===== config.mk =====
export PLATFORM = sky130hd
export DESIGN_NAME = hsrk_ctrl
export DESIGN_NICKNAME = d
export VERILOG_FILES = /design/src/hdl/hsrk_pkg.sv /design/src/hdl/hsrk_ctrl.sv
export SDC_FILE = /design/constraint.sdc
export NUM_CORES = 1
export LEC_CHECK = 0
export BUFFER_PORTS_ARGS = -buffer_cell sky130_fd_sc_hd__buf_2
export CAP_MARGIN = 20
export CORE_MARGIN = 2
export CORE_UTILIZATION = 25
export DETAILED_ROUTE_END_ITERATION = 12
export HOLD_SLACK_MARGIN = 0.05
export REMOVE_ABC_BUFFERS = 1
export SLEW_MARGIN = 20
export SYNTH_ARGS = -nofsm -noshare
export SYNTH_HDL_FRONTEND = slang
export SYNTH_SLANG_ARGS = --single-unit

===== constraint.sdc =====
create_clock -name clock -period 3.85 [get_ports clock]
set_input_delay 0.77 -clock clock [delete_from_list [all_inputs] [get_ports clock]]
set_output_delay 0.77 -clock clock [all_outputs]
set_load 0.02 [all_outputs]

===== src/hdl/hsrk_pkg.sv =====
// Shared item types, command codes and datapath operation codes for the record heap sorter.
`default_nettype none
package hsrk_pkg;

   localparam int KEY_W = 32;

   // Command codes carried in the cmd field of an input item.
   localparam logic [1:0] CMD_LOAD  = 2'd0;
   localparam logic [1:0] CMD_CLEAR = 2'd1;
   localparam logic [1:0] CMD_SORT  = 2'd2;
   // The remaining code is accepted and ignored.
   localparam logic [1:0] CMD_NONE  = 2'd3;

   // Key select codes; KEY_SEL_A and KEY_SEL_ALT both select the third score.
   localparam logic [1:0] KEY_SEL_R   = 2'd0;
   localparam logic [1:0] KEY_SEL_D   = 2'd1;
   localparam logic [1:0] KEY_SEL_A   = 2'd2;
   localparam logic [1:0] KEY_SEL_ALT = 2'd3;

   typedef struct packed {
      logic [1:0]         cmd;
      logic [15:0]        record_id;
      logic signed [31:0] score_r;
      logic signed [31:0] score_d;
      logic signed [31:0] score_a;
      logic [1:0]         key_select;
   } req_type;

   typedef struct packed {
      logic [15:0]        out_id;
      logic signed [31:0] out_score_r;
      logic signed [31:0] out_score_d;
      logic signed [31:0] out_score_a;
      logic               last;
   } rsp_type;

   // One stored record.
   typedef struct packed {
      logic [15:0] id;
      logic [31:0] score_r;
      logic [31:0] score_d;
      logic [31:0] score_a;
   } rec_type;

   // Operation that the controller asks of the datapath in one cycle.
   typedef enum logic [4:0] {
      OP_IDLE,
      OP_LOAD,
      OP_CLEAR,
      OP_START,
      OP_FILL_RD,
      OP_FILL_WR,
      OP_BUILD_INIT,
      OP_BUILD_RD,
      OP_LOAD_CUR,
      OP_SIFT_RDL,
      OP_SIFT_RDR,
      OP_SIFT_CMP,
      OP_SIFT_PUT,
      OP_EX_RDM,
      OP_EX_RD0,
      OP_EX_WRM,
      OP_EM_INIT,
      OP_EM_RD,
      OP_EM_RREC,
      OP_EM_OUT
   } op_type;

   // Status returned from the datapath to the controller.
   typedef struct packed {
      logic hsize_zero;
      logic hsize_one;
      logic fill_last;
      logic j_zero;
      logic l_ok;
      logic sift_stop;
      logic out_free;
      logic em_last;
   } stat_type;

   // Sort key of a record, sign bit flipped so that an unsigned compare orders signed scores.
   function automatic logic [KEY_W-1:0] key_of(rec_type rec, logic [1:0] sel);
      logic [KEY_W-1:0] v;
      if (sel == KEY_SEL_R) begin
         v = rec.score_r;
      end else if (sel == KEY_SEL_D) begin
         v = rec.score_d;
      end else begin
         v = rec.score_a;
      end
      return {~v[KEY_W-1], v[KEY_W-2:0]};
   endfunction

endpackage
`default_nettype wire


===== src/hdl/hsrk_ctrl.sv =====
// Controller state machine of the record heap sorter.
`default_nettype none
module hsrk_ctrl (
   input  wire logic               clock,
   input  wire logic               reset,
   input  wire logic               req_valid,
   input  wire logic [1:0]         req_cmd,
   output logic                    req_stall,
   output hsrk_pkg::op_type        op,
   input  wire hsrk_pkg::stat_type stat
);
   import hsrk_pkg::*;

   typedef enum logic [17:0] {
      S_IDLE       = 18'h00001,
      S_CHK        = 18'h00002,
      S_FILL_RD    = 18'h00004,
      S_FILL_WR    = 18'h00008,
      S_BUILD_INIT = 18'h00010,
      S_BUILD_RD   = 18'h00020,
      S_CUR        = 18'h00040,
      S_SIFT_L     = 18'h00080,
      S_SIFT_R     = 18'h00100,
      S_SIFT_C     = 18'h00200,
      S_AFTER      = 18'h00400,
      S_EX_M       = 18'h00800,
      S_EX_0       = 18'h01000,
      S_EX_W       = 18'h02000,
      S_EM_INIT    = 18'h04000,
      S_EM_RD      = 18'h08000,
      S_EM_REC     = 18'h10000,
      S_EM_OUT     = 18'h20000
   } state_type;

   state_type state_ff, state_in;
   logic      build_ff, build_in;

   // Next state and the datapath operation for this cycle.
   always_comb begin
      state_in = state_ff;
      build_in = build_ff;
      op       = OP_IDLE;
      unique case (state_ff)
         S_IDLE: begin
            if (req_valid) begin
               if (req_cmd == CMD_LOAD) begin
                  op = OP_LOAD;
               end else if (req_cmd == CMD_CLEAR) begin
                  op = OP_CLEAR;
               end else if (req_cmd == CMD_SORT) begin
                  op       = OP_START;
                  state_in = S_CHK;
               end
            end
         end
         S_CHK: begin
            state_in = stat.hsize_zero ? S_IDLE : S_FILL_RD;
         end
         S_FILL_RD: begin
            op       = OP_FILL_RD;
            state_in = S_FILL_WR;
         end
         S_FILL_WR: begin
            op       = OP_FILL_WR;
            state_in = stat.fill_last ? S_BUILD_INIT : S_FILL_RD;
         end
         S_BUILD_INIT: begin
            op       = OP_BUILD_INIT;
            state_in = stat.hsize_one ? S_EM_INIT : S_BUILD_RD;
         end
         S_BUILD_RD: begin
            op       = OP_BUILD_RD;
            build_in = 1'b1;
            state_in = S_CUR;
         end
         S_CUR: begin
            op       = OP_LOAD_CUR;
            state_in = S_SIFT_L;
         end
         S_SIFT_L: begin
            if (stat.l_ok) begin
               op       = OP_SIFT_RDL;
               state_in = S_SIFT_R;
            end else begin
               op       = OP_SIFT_PUT;
               state_in = S_AFTER;
            end
         end
         S_SIFT_R: begin
            op       = OP_SIFT_RDR;
            state_in = S_SIFT_C;
         end
         S_SIFT_C: begin
            op       = OP_SIFT_CMP;
            state_in = stat.sift_stop ? S_AFTER : S_SIFT_L;
         end
         S_AFTER: begin
            if (build_ff && !stat.j_zero) begin
               state_in = S_BUILD_RD;
            end else if (stat.hsize_one) begin
               state_in = S_EM_INIT;
            end else begin
               state_in = S_EX_M;
            end
         end
         S_EX_M: begin
            op       = OP_EX_RDM;
            build_in = 1'b0;
            state_in = S_EX_0;
         end
         S_EX_0: begin
            op       = OP_EX_RD0;
            state_in = S_EX_W;
         end
         S_EX_W: begin
            op       = OP_EX_WRM;
            state_in = S_SIFT_L;
         end
         S_EM_INIT: begin
            op       = OP_EM_INIT;
            state_in = S_EM_RD;
         end
         S_EM_RD: begin
            op       = OP_EM_RD;
            state_in = S_EM_REC;
         end
         S_EM_REC: begin
            op       = OP_EM_RREC;
            state_in = S_EM_OUT;
         end
         S_EM_OUT: begin
            if (stat.out_free) begin
               op       = OP_EM_OUT;
               state_in = stat.em_last ? S_IDLE : S_EM_RD;
            end
         end
         default: begin
            state_in = S_IDLE;
         end
      endcase
   end

   always_ff @(posedge clock) begin
      if (reset) begin
         state_ff <= S_IDLE;
         build_ff <= 1'b0;
      end else begin
         state_ff <= state_in;
         build_ff <= build_in;
      end
   end

   assign req_stall = (state_ff != S_IDLE);

endmodule
`default_nettype wire


# Word-level counts from Yosys, hierarchy flattened
# Index checks and enable logic that the tools add are counted.
[op_classes]
reduce_logical = 6
muxes = 22
n_eq_ne = 26
[ops]
columns = ["op", "n"]
rows = [
  ["$pmux 18 s17", 1],
  ["$mux 18", 5],
  ["$pmux 5 s16", 1],
  ["$mux 15", 3],
  ["$mux 11", 2],
  ["$eq 18x1->1 const B", 1],
  ["$eq 18x10->1 const B", 1],
  ["$eq 18x11->1 const B", 1],
  ["$eq 18x12->1 const B", 1],
  ["$eq 18x13->1 const B", 1],
  ["$eq 18x14->1 const B", 1],
  ["$eq 18x15->1 const B", 1],
  ["$eq 18x16->1 const B", 1],
  ["$eq 18x17->1 const B", 1],
  ["$eq 18x18->1 const B", 1],
  ["$eq 18x2->1 const B", 1],
  ["$eq 18x3->1 const B", 1],
  ["$eq 18x4->1 const B", 1],
  ["$eq 18x5->1 const B", 1],
  ["$eq 18x6->1 const B", 1],
  ["$eq 18x7->1 const B", 1],
  ["$eq 18x8->1 const B", 1],
  ["$eq 18x9->1 const B", 1],
  ["$ne 18x1->1 const B", 1],
  ["other kinds (14)", 23],
]
[word_totals]
register_bits = 19
out_inout_bits = 6
inputBits = 13
elab_cells = 56

# Depth between registers and ports, before layout
[logic_depth]
ltp_word = 6
ltp_mapped = 8
mapped_depth_nobuf = 7

# Least setup slack after synthesis
# Ideal clock, no wire load.
[synth_path]
path_type = "register to output"
start = "register state_ff[0]"
end = "output op[0]"
stages_incl_launch_ff = 6
slack_ns = 1.268
arrival_time_ns = 1.812
required_time_ns = 3.080
n_path_buf = 0
path_cell_list = "dfxtp_1 > nor4_4 > nand4_1 > or4_4 > o211ai_1 > or3_1"
[synth_between]
elab_chain_cells = 2
word_cells_on_any_way = 17
cone_classes = "eq/ne (16); mux (1)"
[synth_lines]
columns = ["item", "line_no", "rtl"]
rows = [
  ["start: declaration", "hsrk_ctrl.sv:35", "state_type state_ff, state_in;"],
  ["start signal: assignment", "hsrk_ctrl.sv:148", "state_ff <= state_in;"],
  ["$eq 18x18->1 (tied with other cells)", "hsrk_ctrl.sv:43", "unique case (state_ff)"],
  ["$pmux 5 s16 (*)", "hsrk_ctrl.sv:43", ""],
  ["end: declaration", "hsrk_ctrl.sv:9", "output hsrk_pkg::op_type op,"],
]
# Every way passes the cells marked *; elsewhere a longest branch is shown, timed or not.

# Worst setup path in the final report
[layout_path]
start = "register state_ff[16]"
end = "output op[0]"
# The elaborated chain is that of the path after synthesis.

==> impl_metrics.yaml <==
outcome:
  outcome: "finished clean"
clock_network:
  post_cts.repair.setup_buffers: 0
  cts.htree.levels: 1
  clk_root_buffer_cell: "clkbuf_8"
  max-clock-path-buffers: 2
  cts_made_buffers: 3
  clk-insertion-delay-late_ns: 0.26
  cts_tree: "built"
  clkSinkCount: 19
  clkSlewWorstSetupHoldPaths_ns: 0.07
  postCtsResizedCells: 0
  cts.hold.buffers_added: 0
placement:
  place_hpwl_um: 2520
  setup_slack_placement_ns: 1.06
  place_inst: 227
  port_buffers: 18
  place_area_um2: 1430
  global_placer_s_final_weighted_congestion: 0.866
floorplanning:
  effective_utilization_at_floorplan_pct: 26.3
  die_footprint_um2: 5610
  core.rowCount: 25
  die_y_um: 74.9
  core_um2: 4790
  die_span_in_x_um: 74.9
  io-pin-count: 19
finish:
  antennaDiodeCount: 0
  final_nets: 181
  final_cell_area_um2: 1480
  finalCoreUtilization_pct: 30.9
  flow.area_growth_from_synthesis_pct: 17.6
  layout-drive-gt1-share_pct: 23.8
  finalNonFillerCells: 231
detailed_routing:
  drt_drc_violations_left: 0
  total_number_of_vias: 1092
  ant_nets: 0
  detail_route.vias_per_cell: 4.73
  initialDrtViolationCount: 62
  detail_route.wl_per_cell_um: 13.4
  drt-total-wl_um: 3090
  detailedRoute.firstPassIterationCount: 4
worst_setup_path:
  worst_path_dominant_cell_family: "simple AND/OR/NAND/NOR gates"
  timing.critical_path.buf_inv: 1
  cp-startpoint: "state_ff[16]$_SDFFE_PP0P_"
  r2r_start: "state_ff[8]$_SDFFE_PP0P_"
  reg2reg_slack_ns: 1.76
  critical_setup_path_class: "reg -> out"
  worst_path_max_delay_cell: "or4_4"
  crit_end: "op[0]"
  cp_data_required_time_ns: 3.08
  timing.critical_path.fanout_max: 6
  critical-path-max-stage-delay_ns: 0.57
  path_depth: 6
  timing.critical_path.to_type: "output port"
  critical_path.reg2reg.endpoint: "state_ff[3]$_SDFFE_PP0P_"
  path_cells: "nor4_4 > nand4_1 > or4_4 > o211ai_1 > or3_1 > buf_2"
  worst_ep_arrival_time_ns: 2.32
  critPathLaunchType: "register"
  worst_r2r_path_depth: 6
yosys:
  synth-edff-count: 0
  synth_cell_type_count: 44
  synth_top_flop_cell: "dfxtp_1"
  async_reset_ff_share_pct: 0
  cell_area_after_synthesis_um2: 1260
  syn-instance-count: 142
  seq_area_frac_synth_pct: 30.2
  yosys_warnings: 0
  avgSynthCellArea_um2: 8.86
  postSynthRegisterBits: 19
sta:
  layout_min_cycle_time_ns: 3.09
  worst_slack_ns: 0.759
  grt_setup_unrepaired: "false"
  max_transition_margin_pct: 68.5
  maxClockFrequency_mhz: 323
  final.setup_skew_ns: 0.00534
  finalHoldViolCount: 0
  worst_hold_slack_ns: 0.500
  worst-slew-pin-transition_ns: 0.472
  final-setup-viol-count: 0
  setup_tns_ns: 0
  final-max-slew-violation-count: 0
  finalCritPeriodShare_pct: 80.3
grt:
  grt.overflow.total: 0
  grt_use_met3_pct: 2.54
  number_of_global_route_vias_before_repair: 991
  grt_antenna_before_repair: 0
  global_route_wire_length_before_repair_um: 4860
  grt_start_max_net_pins: 14
  globalRouteMet1Util_pct: 16.1
  grt.busiest_layer: "met2"
  groute.usage.overall_pct: 11.7
  global_route.usage.met2_pct: 18.4
min_path:
  worst_hold_path_type: "reg -> reg"
pwr:
  power_density_nw_per_um2: 471
  finalPower_uw: 697
  vdd_drop_max_mv: 0.117
  power_leakage_nw: 0.587
flow_run:
  timing.max_cap.violations: 0
cell type report:
cell class,instances,area (µm²)
timing repair buffer,19,97.6
multi-input combinational,112,835
sequential,19,380
fill,516,3310
tap,67,83.8
clock buffer,4,45.0
inverter,10,37.5
flip-flops by register name, indices dropped and copies added (netlist names):
signal    count
build_ff      1
state_ff     18
routing by layer:
layer / wire length, µm / vias to the layer above
met5: 0 / -
met1: 1460 / 503
met4: 38 / 0
met3: 109 / 4
li1: - / 566
met2: 1480 / 19
power breakdown:
part	internal (mW)	leakage (nW)	switching, mW
Clock	0.0738	0.0228	0.0715
Combinational	0.125	0.411	0.185
Sequential	0.212	0.154	0.0301
worst min-delay path, delay by kind of cell, from the launching register on:
kind / cells / cell delay, ns
AOI/OAI and AO/OA: 1 / 0.07
buffers and inverters: 1 / 0.07
DFF: 1 / 0.31
cells in the mapped netlist (3+ instances only):
library cell,n,area (µm²)
a211oi_1,3,22.5
a21oi_1,6,30.0
a31oi_1,3,18.8
dfxtp_1,19,380
ha_1,3,37.5
inv_1,10,37.5
nand2_1,4,15.0
nand2b_1,7,43.8
nand3_1,5,25.0
nand3b_1,4,30.0
nand4_1,4,25.0
nand4b_1,4,35.0
nor2_1,20,75.1
nor2b_1,3,18.8
nor3_1,4,20.0
nor4_4,4,85.1
or2_2,3,18.8
xor2_1,4,35.0
cells in the final DEF, fill, tap and decap left out, types with 5 or more instances in the layout:
cell / instances
dfxtp_1: 19
nand2b_1: 7
buf_2: 18
nand3_1: 5
inv_1: 10
nor2_1: 20
a21oi_1: 6
worst min-delay path by stage:
stage          slack (ns)             startpoint                     to  depth (start not counted)
2_1_floorplan        0.45  build_ff$_SDFFE_PP0P_  build_ff$_SDFFE_PP0P_                          2
6_report             0.50  build_ff$_SDFFE_PP0P_  build_ff$_SDFFE_PP0P_                          2
5_1_grt              0.54  build_ff$_SDFFE_PP0P_  build_ff$_SDFFE_PP0P_                          2
3_3_place_gp         0.52  build_ff$_SDFFE_PP0P_  build_ff$_SDFFE_PP0P_                          2
3_5_place_dp         0.49  build_ff$_SDFFE_PP0P_  build_ff$_SDFFE_PP0P_                          2
4_1_cts              0.50  build_ff$_SDFFE_PP0P_  build_ff$_SDFFE_PP0P_                          2
cells by family after synthesis:
family	share of synthesized area [%]
and+or+nand+nor	47.5
xor gates and xnor gates	4.18
AOI/OAI and AO/OA	11.7
adders and majority gates	2.99
DFF	30.2
buffers and inverters	3.38
Note: power is estimated with default switching activity, not from simulation.
